==> config.mk <==
export PLATFORM = sky130hd
export DESIGN_NAME = unsigned_to_base_digits_core_flat
export DESIGN_NICKNAME = d
export VERILOG_FILES = /design/src/rtl/ubd_pkg.sv /design/src/rtl/ubd_if.sv /design/src/rtl/ubd_ram.sv /design/src/rtl/ubd_ctrl.sv /design/src/rtl/ubd_dpath.sv /design/src/rtl/unsigned_to_base_digits_core.sv /design/src/flat_wrapper.sv
export SDC_FILE = /design/constraint.sdc
export NUM_CORES = 2
export LEC_CHECK = 0
export BUFFER_PORTS_ARGS = -buffer_cell sky130_fd_sc_hd__buf_2
export CAP_MARGIN = 20
export CORE_MARGIN = 8
export CORE_UTILIZATION = 61
export CTS_CLUSTER_DIAMETER = 60
export DETAILED_ROUTE_END_ITERATION = 8
export PLACE_DENSITY = 0.79
export REMOVE_ABC_BUFFERS = 1
export SETUP_SLACK_MARGIN = 0.5
export SYNTH_ARGS = -nofsm -noshare
export SYNTH_HDL_FRONTEND = slang
export SYNTH_SLANG_ARGS = --single-unit
==> constraint.sdc <==
create_clock -name clock -period 23.8 [get_ports clock]
set_input_delay 4.76 -clock clock [delete_from_list [all_inputs] [get_ports clock]]
set_output_delay 4.76 -clock clock [all_outputs]
set_load 0.01 [all_outputs]
==> src/rtl/ubd_pkg.sv <==
// Shared constants, codes and control types for the base digit converter.
package ubd_pkg;

   localparam int VALUE_W        = 64;
   localparam int CHAR_W         = 8;
   localparam int SLOT_COUNT     = 16;
   localparam int DIGIT_W        = $clog2(SLOT_COUNT);
   localparam int MAX_BASE       = 16;
   localparam int BASE_W         = 5;
   localparam int MAX_DIGITS     = 64;
   localparam int CNT_W          = $clog2(MAX_DIGITS);
   localparam int BITS_PER_CYCLE = 8;
   localparam int DIV_CYCLES     = VALUE_W / BITS_PER_CYCLE;
   localparam int STEP_W         = $clog2(DIV_CYCLES);
   localparam int CSR_W          = 64;
   localparam int CSR_IDX_W      = 2;

   localparam logic [CHAR_W-1:0] SIGN_PLUS  = 8'h2B;
   localparam logic [CHAR_W-1:0] SIGN_MINUS = 8'h2D;

   typedef enum logic [CSR_IDX_W-1:0] {
      CSR_BASE_LENGTH = 2'd0,
      CSR_DIGITS_LOW  = 2'd1,
      CSR_DIGITS_HIGH = 2'd2
   } csr_index_type;

   typedef enum logic [1:0] {
      ST_IDLE,
      ST_DIVIDE,
      ST_READ,
      ST_SEND
   } ctrl_state_type;

   typedef struct packed {
      logic load;
      logic div_step;
      logic store_digit;
      logic read_en;
      logic ptr_dec;
   } ubd_cmd_type;

   typedef struct packed {
      logic radix_ok;
      logic div_last;
      logic quot_zero;
      logic cnt_last;
      logic ptr_zero;
   } ubd_status_type;

endpackage

==> src/rtl/ubd_if.sv <==
// Request and response channel interfaces of the base digit converter.
interface ubd_req_if import ubd_pkg::*; ();
   logic               valid;
   logic               ready;
   logic [VALUE_W-1:0] value;

   modport source (output valid, output value, input ready);
   modport sink (input valid, input value, output ready);
endinterface

interface ubd_rsp_if import ubd_pkg::*; ();
   logic              valid;
   logic              ready;
   logic [CHAR_W-1:0] character;
   logic              last_digit;

   modport source (output valid, output character, output last_digit, input ready);
   modport sink (input valid, input character, input last_digit, output ready);
endinterface

==> src/rtl/ubd_ram.sv <==
// Generic single-write, single-read RAM with a registered read port.
module ubd_ram #(
   parameter int WIDTH = 4,
   parameter int DEPTH = 64
) (
   input  logic                     clock,
   input  logic                     wr_en,
   input  logic [$clog2(DEPTH)-1:0] wr_addr,
   input  logic [WIDTH-1:0]         wr_data,
   input  logic                     rd_en,
   input  logic [$clog2(DEPTH)-1:0] rd_addr,
   output logic [WIDTH-1:0]         rd_data
);

   logic [WIDTH-1:0] mem_ff [DEPTH];
   logic [WIDTH-1:0] rd_data_ff;

   always_ff @(posedge clock) begin
      if (wr_en) begin
         mem_ff[wr_addr] <= wr_data;
      end
      if (rd_en) begin
         rd_data_ff <= mem_ff[rd_addr];
      end
   end

   assign rd_data = rd_data_ff;

endmodule

==> src/rtl/ubd_ctrl.sv <==
// Controller state machine that sequences division, digit storage and output.
module ubd_ctrl import ubd_pkg::*; (
   input  logic           clock,
   input  logic           reset,
   input  logic           req_valid,
   output logic           req_ready,
   output logic           rsp_valid,
   input  logic           rsp_ready,
   input  ubd_status_type status,
   output ubd_cmd_type    cmd
);

   ctrl_state_type state_ff;
   ctrl_state_type state_in;

   always_ff @(posedge clock) begin
      if (reset) begin
         state_ff <= ST_IDLE;
      end else begin
         state_ff <= state_in;
      end
   end

   always_comb begin
      state_in  = state_ff;
      cmd       = '0;
      req_ready = 1'b0;
      rsp_valid = 1'b0;
      unique case (state_ff)
         ST_IDLE: begin
            req_ready = 1'b1;
            if (req_valid) begin
               cmd.load = 1'b1;
               if (status.radix_ok) begin
                  state_in = ST_DIVIDE;
               end
            end
         end
         ST_DIVIDE: begin
            cmd.div_step = 1'b1;
            if (status.div_last) begin
               cmd.store_digit = 1'b1;
               if (status.quot_zero || status.cnt_last) begin
                  state_in = ST_READ;
               end
            end
         end
         ST_READ: begin
            cmd.read_en = 1'b1;
            state_in    = ST_SEND;
         end
         ST_SEND: begin
            rsp_valid = 1'b1;
            if (rsp_ready) begin
               if (status.ptr_zero) begin
                  state_in = ST_IDLE;
               end else begin
                  cmd.ptr_dec = 1'b1;
                  state_in    = ST_READ;
               end
            end
         end
         default: begin
            state_in = ST_IDLE;
         end
      endcase
   end

   // A request under an invalid radix produces no response and leaves the block idle.
   assert property (@(posedge clock) disable iff (reset)
      (state_ff == ST_IDLE && req_valid && !status.radix_ok) |=> state_ff == ST_IDLE)
      else $error("invalid radix request did not return to idle");

   assert property (@(posedge clock) disable iff (reset)
      (state_ff == ST_SEND && rsp_ready && status.ptr_zero) |=> state_ff == ST_IDLE)
      else $error("last digit delivered without returning to idle");

   assert property (@(posedge clock) disable iff (reset)
      (state_ff == ST_DIVIDE && !status.div_last) |=> state_ff == ST_DIVIDE)
      else $error("division left before its last step");

endmodule

==> src/rtl/ubd_dpath.sv <==
// Datapath: configuration registers, radix check, digit divider and digit store.
module ubd_dpath import ubd_pkg::*; (
   input  logic                 clock,
   input  logic                 reset,
   input  logic                 csr_write_enable,
   input  logic [CSR_IDX_W-1:0] csr_index,
   input  logic [CSR_W-1:0]     csr_write_data,
   input  logic [VALUE_W-1:0]   req_value,
   input  ubd_cmd_type          cmd,
   output ubd_status_type       status,
   output logic [CHAR_W-1:0]    rsp_character,
   output logic                 rsp_last_digit
);

   logic [BASE_W-1:0]  base_length_ff;
   logic [CSR_W-1:0]   digits_low_ff;
   logic [CSR_W-1:0]   digits_high_ff;

   logic [VALUE_W-1:0] work_ff;
   logic [VALUE_W-1:0] work_in;
   logic [DIGIT_W-1:0] rem_ff;
   logic [DIGIT_W-1:0] rem_in;
   logic [STEP_W-1:0]  step_ff;
   logic [STEP_W-1:0]  step_in;
   logic [CNT_W-1:0]   cnt_ff;
   logic [CNT_W-1:0]   cnt_in;
   logic [CNT_W-1:0]   ptr_ff;
   logic [CNT_W-1:0]   ptr_in;

   logic [CHAR_W-1:0]  slot [SLOT_COUNT];
   logic               radix_ok;
   logic [VALUE_W-1:0] div_work;
   logic [DIGIT_W-1:0] div_rem;
   logic [BASE_W-1:0]  acc;
   logic               qbit;
   logic [DIGIT_W-1:0] rd_digit;

   always_ff @(posedge clock) begin
      if (reset) begin
         base_length_ff <= '0;
         digits_low_ff  <= '0;
         digits_high_ff <= '0;
      end else if (csr_write_enable) begin
         unique case (csr_index)
            CSR_BASE_LENGTH: base_length_ff <= csr_write_data[BASE_W-1:0];
            CSR_DIGITS_LOW:  digits_low_ff  <= csr_write_data;
            CSR_DIGITS_HIGH: digits_high_ff <= csr_write_data;
            default: begin
            end
         endcase
      end
   end

   always_comb begin
      for (int i = 0; i < SLOT_COUNT / 2; i++) begin
         slot[i]                  = digits_low_ff[i*CHAR_W +: CHAR_W];
         slot[i + SLOT_COUNT / 2] = digits_high_ff[i*CHAR_W +: CHAR_W];
      end
   end

   // The radix needs at least two distinct characters in use, none of them a sign.
   always_comb begin
      radix_ok = (base_length_ff >= BASE_W'(2)) && (base_length_ff <= BASE_W'(MAX_BASE));
      for (int i = 0; i < SLOT_COUNT; i++) begin
         if (BASE_W'(i) < base_length_ff) begin
            if (slot[i] == SIGN_PLUS || slot[i] == SIGN_MINUS) begin
               radix_ok = 1'b0;
            end
            for (int j = i + 1; j < SLOT_COUNT; j++) begin
               if (BASE_W'(j) < base_length_ff && slot[i] == slot[j]) begin
                  radix_ok = 1'b0;
               end
            end
         end
      end
   end

   // Restoring division by the radix, several quotient bits per cycle.
   always_comb begin
      div_work = work_ff;
      div_rem  = rem_ff;
      acc      = '0;
      qbit     = 1'b0;
      for (int i = 0; i < BITS_PER_CYCLE; i++) begin
         acc  = {div_rem, div_work[VALUE_W-1]};
         qbit = (acc >= base_length_ff);
         if (qbit) begin
            acc = acc - base_length_ff;
         end
         div_work = {div_work[VALUE_W-2:0], qbit};
         div_rem  = acc[DIGIT_W-1:0];
      end
   end

   always_comb begin
      work_in = work_ff;
      rem_in  = rem_ff;
      step_in = step_ff;
      cnt_in  = cnt_ff;
      ptr_in  = ptr_ff;
      if (cmd.load) begin
         work_in = req_value;
         rem_in  = '0;
         step_in = '0;
         cnt_in  = '0;
      end else if (cmd.div_step) begin
         work_in = div_work;
         step_in = step_ff + STEP_W'(1);
         if (cmd.store_digit) begin
            rem_in = '0;
            cnt_in = cnt_ff + CNT_W'(1);
            ptr_in = cnt_ff;
         end else begin
            rem_in = div_rem;
         end
      end
      if (cmd.ptr_dec) begin
         ptr_in = ptr_ff - CNT_W'(1);
      end
   end

   always_ff @(posedge clock) begin
      work_ff <= work_in;
      rem_ff  <= rem_in;
      step_ff <= step_in;
      cnt_ff  <= cnt_in;
      ptr_ff  <= ptr_in;
   end

   ubd_ram #(
      .WIDTH (DIGIT_W),
      .DEPTH (MAX_DIGITS)
   ) u_digit_ram (
      .clock   (clock),
      .wr_en   (cmd.store_digit),
      .wr_addr (cnt_ff),
      .wr_data (div_rem),
      .rd_en   (cmd.read_en),
      .rd_addr (ptr_ff),
      .rd_data (rd_digit)
   );

   assign status.radix_ok  = radix_ok;
   assign status.div_last  = (step_ff == STEP_W'(DIV_CYCLES - 1));
   assign status.quot_zero = (div_work == '0);
   assign status.cnt_last  = (cnt_ff == CNT_W'(MAX_DIGITS - 1));
   assign status.ptr_zero  = (ptr_ff == '0);

   assign rsp_character  = slot[rd_digit];
   assign rsp_last_digit = (ptr_ff == '0);

   assert property (@(posedge clock) disable iff (reset)
      (cmd.div_step && !cmd.store_digit && !cmd.load) |=> $stable(cnt_ff))
      else $error("digit count moved in the middle of a division");

   assert property (@(posedge clock) disable iff (reset)
      cmd.load |=> (cnt_ff == '0 && step_ff == '0 && rem_ff == '0))
      else $error("new request did not clear the divider");

   assert property (@(posedge clock) disable iff (reset)
      cmd.store_digit |=> ptr_ff == $past(cnt_ff))
      else $error("read pointer not aimed at the newest digit");

endmodule

==> src/rtl/unsigned_to_base_digits_core.sv <==
// Top level of the unsigned value to base digit characters converter.
//
//   channel   direction  payload                         handshake
//   req_chan  in         value[63:0]                     valid / ready
//   rsp_chan  out        character[7:0], last_digit      valid / ready
//   csr       in         csr_index[1:0], csr_write_data  csr_write_enable
//
// A request is accepted while idle; the divider then forms each digit in turn, which
// retires 8 quotient bits a cycle, and each character then takes a registered
// digit RAM read and the response.
// A request under an invalid radix is consumed with no response.
// Reset clears the configuration registers to zero, which is an invalid radix until written.
// A stalled response holds the block; one request is in flight at a time.
module unsigned_to_base_digits_core import ubd_pkg::*; (
   input  logic                 clock,
   input  logic                 reset,
   ubd_req_if.sink              req_chan,
   ubd_rsp_if.source            rsp_chan,
   input  logic                 csr_write_enable,
   input  logic [CSR_IDX_W-1:0] csr_index,
   input  logic [CSR_W-1:0]     csr_write_data
);

   ubd_cmd_type    cmd;
   ubd_status_type status;

   ubd_ctrl u_ctrl (
      .clock     (clock),
      .reset     (reset),
      .req_valid (req_chan.valid),
      .req_ready (req_chan.ready),
      .rsp_valid (rsp_chan.valid),
      .rsp_ready (rsp_chan.ready),
      .status    (status),
      .cmd       (cmd)
   );

   ubd_dpath u_dpath (
      .clock            (clock),
      .reset            (reset),
      .csr_write_enable (csr_write_enable),
      .csr_index        (csr_index),
      .csr_write_data   (csr_write_data),
      .req_value        (req_chan.value),
      .cmd              (cmd),
      .status           (status),
      .rsp_character    (rsp_chan.character),
      .rsp_last_digit   (rsp_chan.last_digit)
   );

endmodule
==> src/flat_wrapper.sv <==
// flat-port wrapper written by rule: the top's interface ports become plain ports
module unsigned_to_base_digits_core_flat import ubd_pkg::*;
  (clock, reset, csr_write_enable, csr_index, csr_write_data, req_chan_valid, req_chan_value, req_chan_ready, rsp_chan_valid, rsp_chan_character, rsp_chan_last_digit, rsp_chan_ready);
  ubd_req_if req_chan_i ();
  ubd_rsp_if rsp_chan_i ();
  input  logic clock;
  input  logic reset;
  input  logic csr_write_enable;
  input  logic [CSR_IDX_W-1:0] csr_index;
  input  logic [CSR_W-1:0] csr_write_data;
  input wire logic [$bits(req_chan_i.valid)-1:0] req_chan_valid;
  input wire logic [$bits(req_chan_i.value)-1:0] req_chan_value;
  output wire logic [$bits(req_chan_i.ready)-1:0] req_chan_ready;
  output wire logic [$bits(rsp_chan_i.valid)-1:0] rsp_chan_valid;
  output wire logic [$bits(rsp_chan_i.character)-1:0] rsp_chan_character;
  output wire logic [$bits(rsp_chan_i.last_digit)-1:0] rsp_chan_last_digit;
  input wire logic [$bits(rsp_chan_i.ready)-1:0] rsp_chan_ready;
  assign req_chan_i.valid = req_chan_valid;
  assign req_chan_i.value = req_chan_value;
  assign req_chan_ready = req_chan_i.ready;
  assign rsp_chan_valid = rsp_chan_i.valid;
  assign rsp_chan_character = rsp_chan_i.character;
  assign rsp_chan_last_digit = rsp_chan_i.last_digit;
  assign rsp_chan_i.ready = rsp_chan_ready;
  unsigned_to_base_digits_core u_core (.clock(clock), .reset(reset), .req_chan(req_chan_i), .rsp_chan(rsp_chan_i), .csr_write_enable(csr_write_enable), .csr_index(csr_index), .csr_write_data(csr_write_data));
endmodule
# --- Word level (Yosys, flattened, before mapping) ---
# Memories as Yosys holds them, arrays and structs flattened. A register that Yosys moved wholly into a read port is not among the register bits.
# Cells that the tools add are included.
op_classes:
  add_sub_neg: 11
  n_lt_le_gt_ge: 27
  eq_ne: 165
  muxes: 189
  bitwise_logic: 1
  reduce_logical: 151
op_table:
  columns: ["operator", "n"]
  rows:
  - ["$eq A8 B8 Y1", 120]
  - ["$eq A8 B6 Y1 const B", 32]
  - ["$mux W1", 163]
  - ["$mux W64", 2]
  - ["$logic_and A1 B1 Y1", 121]
  - ["$logic_not A64 Y1", 1]
  - ["$ge A5 B5 Y1", 8]
  - ["$lt A4 B5 Y1 const A", 8]
  - ["$mux W4", 9]
  - ["$bmux W8 S4", 1]
  - ["$sub A4 B4 Y4", 8]
  - ["$mux W6", 4]
  - ["$lt A3 B5 Y1 const A", 4]
  - ["$logic_or A1 B1 Y1", 17]
  - ["$mux W8", 2]
  - ["$mux W2", 7]
  - ["$lt A1 B5 Y1 const A", 2]
  - ["$lt A2 B5 Y1 const A", 2]
  - ["$ne A2 B2 Y1 const B", 5]
  - ["$pmux W2 S4", 1]
  - ["$reduce_and A2 Y1", 4]
  - ["$add A6 B1 Y6 const B", 1]
  - ["$eq A2 B2 Y1 const B", 3]
  - ["$eq A6 B6 Y1 const B", 1]
  - ["other kinds (14)", 18]
totals:
  ff_bits: 218
  ram_bits: 256
  wordCells: 554
  memories: 1
mem_list:
  columns: ["memory", "depth", "word_bits", "read_ports", "rd_clocked_by_memory_dff", "wr", "line", "rtl"]
  rows:
  - ["u_core.u_dpath.u_digit_ram.mem_ff", 64, 4, 1, 1, 1, "ubd_ram.sv:15", "logic [WIDTH-1:0] mem_ff [DEPTH];"]

# --- Longest topological paths before layout ---
depth:
  depth_word: 157
  depth_mapped: 56

# --- Hierarchy ---
# From an unflattened synthesis, not the netlist that was laid out.
hier_totals:
  cells_unflattened: 3366
  area_unflattened_um2: 34330.4
modules_own_cells:
  columns: ["module", "n_inst", "cells_per_inst", "area_per_inst_um2", "seq_area_each_um2"]
  rows:
  - ["ubd_dpath", 1, 2821, 23792.8, 5024.8]
  - ["ubd_ram", 1, 529, 10396.2, 7807.5]
  - ["ubd_ctrl", 1, 16, 141.4, 40.0]

# --- Worst setup path after synthesis ---
# Ideal clock, no wire load.
synth_path:
  path_type: "flip-flop to flip-flop"
  startpoint: "register u_core.u_dpath.base_length_ff[1]"
  endpoint: "memory u_core.u_dpath.u_digit_ram.mem_ff[0][1] (data pin)"
  arrival_time_ns: 13.826
  required_time_ns: 23.229
  path_slack_ns: 9.403
  stages_incl_launch_ff: 54
  path_buffers: 1
  cell_sequence: "dfxtp_1 > inv_1 > ha_1 > nor2b_1 > o21ai_1 > a31oi_1 > a211oi_2 > mux2i_1 > ha_1 > a21o_1 > a21o_1 > o221ai_2 > mux2_2 > inv_1 > ha_1 > nor2b_1 > o21ai_0 > a31oi_1 > [... 18 more ...] > a21oi_1 > inv_1 > ha_1 > nor2b_1 > o21ai_0 > nand2b_1 > o211ai_1 > nor2b_1 > clkbuf_1 > mux2_2 > inv_1 > ha_1 > nor2b_1 > o21ai_0 > nand2b_1 > a31o_2 > a31oi_1 > mux2i_1"
synth_via:
  elab_chain_cells: 16
  word_cells_on_any_way: 24
  classes_between: "add/sub (8); order compare (8); mux (8)"
synth_lines:
  columns: ["item", "line", "rtl"]
  rows:
  - ["start: declaration", "ubd_dpath.sv:15", "logic [BASE_W-1:0] base_length_ff;"]
  - ["start signal: assignment", "ubd_dpath.sv:45", "CSR_BASE_LENGTH: base_length_ff <= csr_write_data[BASE_W-1:0];"]
  - ["$sub A4 B4 Y4 or $ge A5 B5 Y1 (tied branches)", "ubd_dpath.sv:88, ubd_dpath.sv:86", null]
  - ["$mux W4", "ubd_dpath.sv:87", "if (qbit) begin"]
  - ["$sub A4 B4 Y4 or $ge A5 B5 Y1 (tied branches)", "ubd_dpath.sv:88, ubd_dpath.sv:86", null]
  - ["$mux W4", "ubd_dpath.sv:87", null]
  - ["$sub A4 B4 Y4 or $ge A5 B5 Y1 (tied branches)", "ubd_dpath.sv:88, ubd_dpath.sv:86", null]
  - ["$mux W4", "ubd_dpath.sv:87", null]
  - ["$ge A5 B5 Y1 or $sub A4 B4 Y4 (tied branches)", "ubd_dpath.sv:86, ubd_dpath.sv:88", null]
  - ["$mux W4", "ubd_dpath.sv:87", null]
  - ["$sub A4 B4 Y4 or $ge A5 B5 Y1 (tied branches)", "ubd_dpath.sv:88, ubd_dpath.sv:86", null]
  - ["$mux W4", "ubd_dpath.sv:87", null]
  - ["$sub A4 B4 Y4 or $ge A5 B5 Y1 (tied branches)", "ubd_dpath.sv:88, ubd_dpath.sv:86", null]
  - ["$mux W4", "ubd_dpath.sv:87", null]
  - ["$ge A5 B5 Y1 or $sub A4 B4 Y4 (tied branches)", "ubd_dpath.sv:86, ubd_dpath.sv:88", null]
  - ["$mux W4", "ubd_dpath.sv:87", null]
  - ["$sub A4 B4 Y4 or $ge A5 B5 Y1 (tied branches)", "ubd_dpath.sv:88, ubd_dpath.sv:86", null]
  - ["$mux W4 (*)", "ubd_dpath.sv:87", null]
  - ["via u_core.u_dpath.acc[1]", "ubd_dpath.sv:34", "logic [BASE_W-1:0] acc;"]
  - ["end: declaration", "ubd_ram.sv:15", null]
# The timed path passes the listed nets; every way through them passes the cells marked *.

# --- Final worst setup path ---
layout_path:
  startpoint: "register u_core.u_dpath.base_length_ff[1]"
  endpoint: "memory u_core.u_dpath.u_digit_ram.mem_ff[13][0] (data pin)"
layout_via:
  elab_chain_cells: 16
  word_cells_on_any_way: 23
  classes_between: "add/sub (7); order compare (8); mux (8)"
layout_lines:
  columns: ["item", "line", "rtl"]
  rows:
  - ["$sub A4 B4 Y4 or $ge A5 B5 Y1 (tied branches)", "ubd_dpath.sv:88, ubd_dpath.sv:86", null]
  - ["$mux W4", "ubd_dpath.sv:87", null]
  - ["$sub A4 B4 Y4 or $ge A5 B5 Y1 (tied branches)", "ubd_dpath.sv:88, ubd_dpath.sv:86", null]
  - ["$mux W4", "ubd_dpath.sv:87", null]
  - ["$sub A4 B4 Y4 or $ge A5 B5 Y1 (tied branches)", "ubd_dpath.sv:88, ubd_dpath.sv:86", null]
  - ["$mux W4", "ubd_dpath.sv:87", null]
  - ["$ge A5 B5 Y1 or $sub A4 B4 Y4 (tied branches)", "ubd_dpath.sv:86, ubd_dpath.sv:88", null]
  - ["$mux W4", "ubd_dpath.sv:87", null]
  - ["$sub A4 B4 Y4 or $ge A5 B5 Y1 (tied branches)", "ubd_dpath.sv:88, ubd_dpath.sv:86", null]
  - ["$mux W4", "ubd_dpath.sv:87", null]
  - ["$sub A4 B4 Y4 or $ge A5 B5 Y1 (tied branches)", "ubd_dpath.sv:88, ubd_dpath.sv:86", null]
  - ["$mux W4", "ubd_dpath.sv:87", null]
  - ["$sub A4 B4 Y4 or $ge A5 B5 Y1 (tied branches)", "ubd_dpath.sv:88, ubd_dpath.sv:86", null]
  - ["$mux W4", "ubd_dpath.sv:87", null]
  - ["$ge A5 B5 Y1 (*)", "ubd_dpath.sv:86", "qbit = (acc >= base_length_ff);"]
  - ["$mux W4 (*)", "ubd_dpath.sv:87", null]
  - ["via u_core.u_dpath.acc[0]", "ubd_dpath.sv:34", null]
# Marks and branches as above.

==> results by group <==
Outcome
  – Status: finished clean

Synthesis
  – Post-synthesis compound-gate area fraction: about 5.8%
  – Seq cells post-synth: 478
  – Yosys Warn Count: 0
  – Combinational family with the most area after synthesis: XOR/XNOR gates
  – Avg Cell Area, Syn: around 9.8 um^2
  – Post-Synth Simple-Gate Area: 14.83%
  – Ys flop type: edfxtp_1
  – Mapped Cells: 3454
  – Syn Std Cell Area: 33850 um^2
  – XOR/XNOR Fraction of Synth Area: about a quarter
  – Adder-cell share of the synthesized area: 2.137%
  – Synth top area cells: edfxtp_1, xnor2_1, dfxtp_1, xor2_1, mux4_2
  – Top-area cell type share of the netlist area: 29.28%
  – Cell accounting for the most synthesized area: edfxtp_1
  – Ys async rst share: 0%
  – EDFF count, synth: 330
  – Sequential area share after synthesis: 38.03%
  – Netlist cell types: 69
  – Post-synthesis mux area share: under 10%

Global routing
  – Initial antenna violation count: 2
  – GRT Overall Usage: about 35%
  – Largest net degree at the start of global routing: 76
  – Global-route wire length before repair: 173100 um
  – Grt ovf: 0
  – Vias in the first global route: 28659

Drt
  – DRC Markers: 0
  – Post-Route WL: 115800 um
  – Vias per cell: around 6.8
  – DRT iter0 DRCs: 3837
  – DR pass1 iterations: 8
  – DR WL/cell: 27.41 um
  – Via count: 28639
  – Post-route ant nets: 0

Timing
  – Worst hold slack: between 500 and 600 ps
  – Rel. slew slack: 26.09%
  – Worst setup margin: between 8000 and 9000 ps
  – Slew Limit Fails: 0
  – Final Hold Viols: 0
  – RSZ-0062 raised after global routing: no
  – Post-Route Setup TNS: 0 ps
  – Worst-Margin Slew: 1093 ps
  – Setup violators final: 0
  – Minimum clock period: around 15000 ps
  – Post-Route Skew: 28.48 ps
  – Period Utilization, post-route: 64.32%
  – Fmax: 0.06532 GHz

Clock network
  – Clock sink count: 478
  – Total CTS buffers: 51
  – # hold bufs at CTS: 0
  – Reg clk slew, reported paths: approximately 60 ps
  – Htree depth: 2
  – CTS max path bufs: 3
  – Clk Latency, worst-skew pair: 640 ps
  – Post_cts resized: 0
  – Root Driver: clkbuf_16
  – Post-CTS Setup Bufs: 0
  – TritonCTS clock tree: built

Floorplan
  – Initial Util: 61.56%
  – Die width: between 200 and 300 um
  – IO Pins: 146
  – Row count: 86
  – Die area: around 63000 um^2
  – Core area: 54990 um^2
  – Die Ht: 251.6 um

Place
  – Pre-CTS WS: 8588 ps
  – Gpl congestion: 1.077
  – Post-detail-place hpwl: 70150 um
  – IO buf count: 145

Setup path
  – Most frequent CP cell: ha_1
  – CP peak stage delay: 780 ps
  – Worst path required time: between 20000 and 25000 ps
  – Worst setup SP type: register
  – Crit path arrival time: 15660 ps
  – Crit-path slowest cell: a31oi_1
  – Critical path class: register to register
  – CP endpoint kind: register
  – Worst Path Max Fanout: 60

Finish
  – Share of layout cells above drive strength 1: 15.05%
  – P&R area growth vs syn: 8.753%
  – Fillers: 4104
  – Final core utilization: 66.95%
  – Nets@finish: 3621

Worst hold path
  – Hold Crit Class: register to register

Flow run
  – Max-cap viol count: 0
-- placed cells by master (no fill, tap or decap), types with 45 or more instances in the layout --
cell type,n
xnor2_1,756
clkbuf_16,51
mux4_2,89
xor2_1,245
nand4_1,190
dfxtp_1,148
ha_1,45
nor3_1,81
buf_4,153
mux2i_1,45
a21oi_1,167
nor4_1,94
edfxtp_1,330
nor2_1,108
nand2_1,462
buf_2,144
-- cell families after synthesis --
kind of cell               count (synthesis)
and+or+nand+nor                         1038
xor gates and xnor gates                1001
DFF                                      478
buffers and inverters                    404
AOI/OAI and AO/OA                        319
muxes                                    161
adders and majority gates                 53
-- stage by stage --
| step | instances | instance area [um^2] |
|---|---|---|
| 2_1_floorplan | 3078 | 32210 |
| 3_3_place_gp | 4123 | 35050 |
| 3_5_place_dp | 4123 | 35050 |
| 4_1_cts | 4217 | 36730 |
| 5_1_grt | 4222 | 36810 |
| 6_report | 4224 | 36810 |
-- cell type report --
cell class	instances	area, um^2	share of cell area, %
sequential	478	12870	34.97
clock buffer	57	1310	3.559
multi-input combinational	2572	19270	52.35
inverter	28	105.1	0.2855
tap	748	935.9	2.542
timing repair buffer	302	1942	5.275
clock inverter	37	371.6	1.009
antenna	2	5.005	0.01360
-- worst max-delay path: cells and delay by family, from the launching register on --
family                   cells  cell delay [ps]
AO/OA/AOI/OAI               21             6220
adder cells (fa/ha/maj)      8             2270
flip-flops                   1              320
AND/OR/NAND/NOR             10             1600
multiplexers                 7             3060
buffers and inverters        8             1530
-- state kept, by name, summed over array words and instances (netlist names) --
register / cells
u_core.u_ctrl.state_ff: 2
u_core.u_dpath.cnt_ff: 6
u_core.u_dpath.base_length_ff: 5
u_core.u_dpath.u_digit_ram.rd_data: 4
u_core.u_dpath.digits_low_ff: 64
u_core.u_dpath.u_digit_ram.mem_ff: 256
u_core.u_dpath.rem_ff: 4
u_core.u_dpath.step_ff: 3
u_core.u_dpath.ptr_ff: 6
u_core.u_dpath.digits_high_ff: 64
u_core.u_dpath.work_ff: 64
-- path summary, 6_finish.rpt --
check	startpoint	end	slack, ps	cells after the start
hold reg to reg	u_core.u_dpath.step_ff[1]$_SDFFE_PP0P_	u_core.u_dpath.step_ff[1]$_SDFFE_PP0P_	520	1
setup / recovery	u_core.u_dpath.base_length_ff[1]$_SDFFE_PP0P_	u_core.u_dpath.u_digit_ram.mem_ff[13][0]$_DFFE_PP_	8490	54
setup reg to reg	u_core.u_dpath.base_length_ff[1]$_SDFFE_PP0P_	u_core.u_dpath.u_digit_ram.mem_ff[13][0]$_DFFE_PP_	8490	54
hold / removal	u_core.u_dpath.step_ff[1]$_SDFFE_PP0P_	u_core.u_dpath.step_ff[1]$_SDFFE_PP0P_	520	1
-- cells in the mapped netlist (11+ instances only) --
cell	n
o221ai_1	17
mux4_2	89
nand2_1	463
inv_1	27
a21oi_1	168
nand3_1	21
nor2_1	108
nand4_1	190
ha_1	45
xor2_1	245
nor4b_1	11
buf_1	107
a31oi_1	33
buf_2	162
nor2b_1	12
o22ai_1	11
nor3_1	81
clkbuf_1	103
dfxtp_1	148
nor4_1	94
edfxtp_1	330
o21ai_0	28
mux2_2	25
mux2i_1	47
xnor2_1	756
-- per-layer routing --
metal  part of all wire (%)  GRT usage (%)  routed length, um  up-vias
met3                     13          10.57              15500      701
met1                     34          42.24              39920    13677
li1                       -              -                  -    11955
met2                     45          55.41              51590     2306
met5                      0              0                  0        -
met4                    7.6          22.75               8751        0
Power is left out: the tool's default activity adds up to more than one toggle a clock period on the data nets, which glitch-free logic cannot reach.
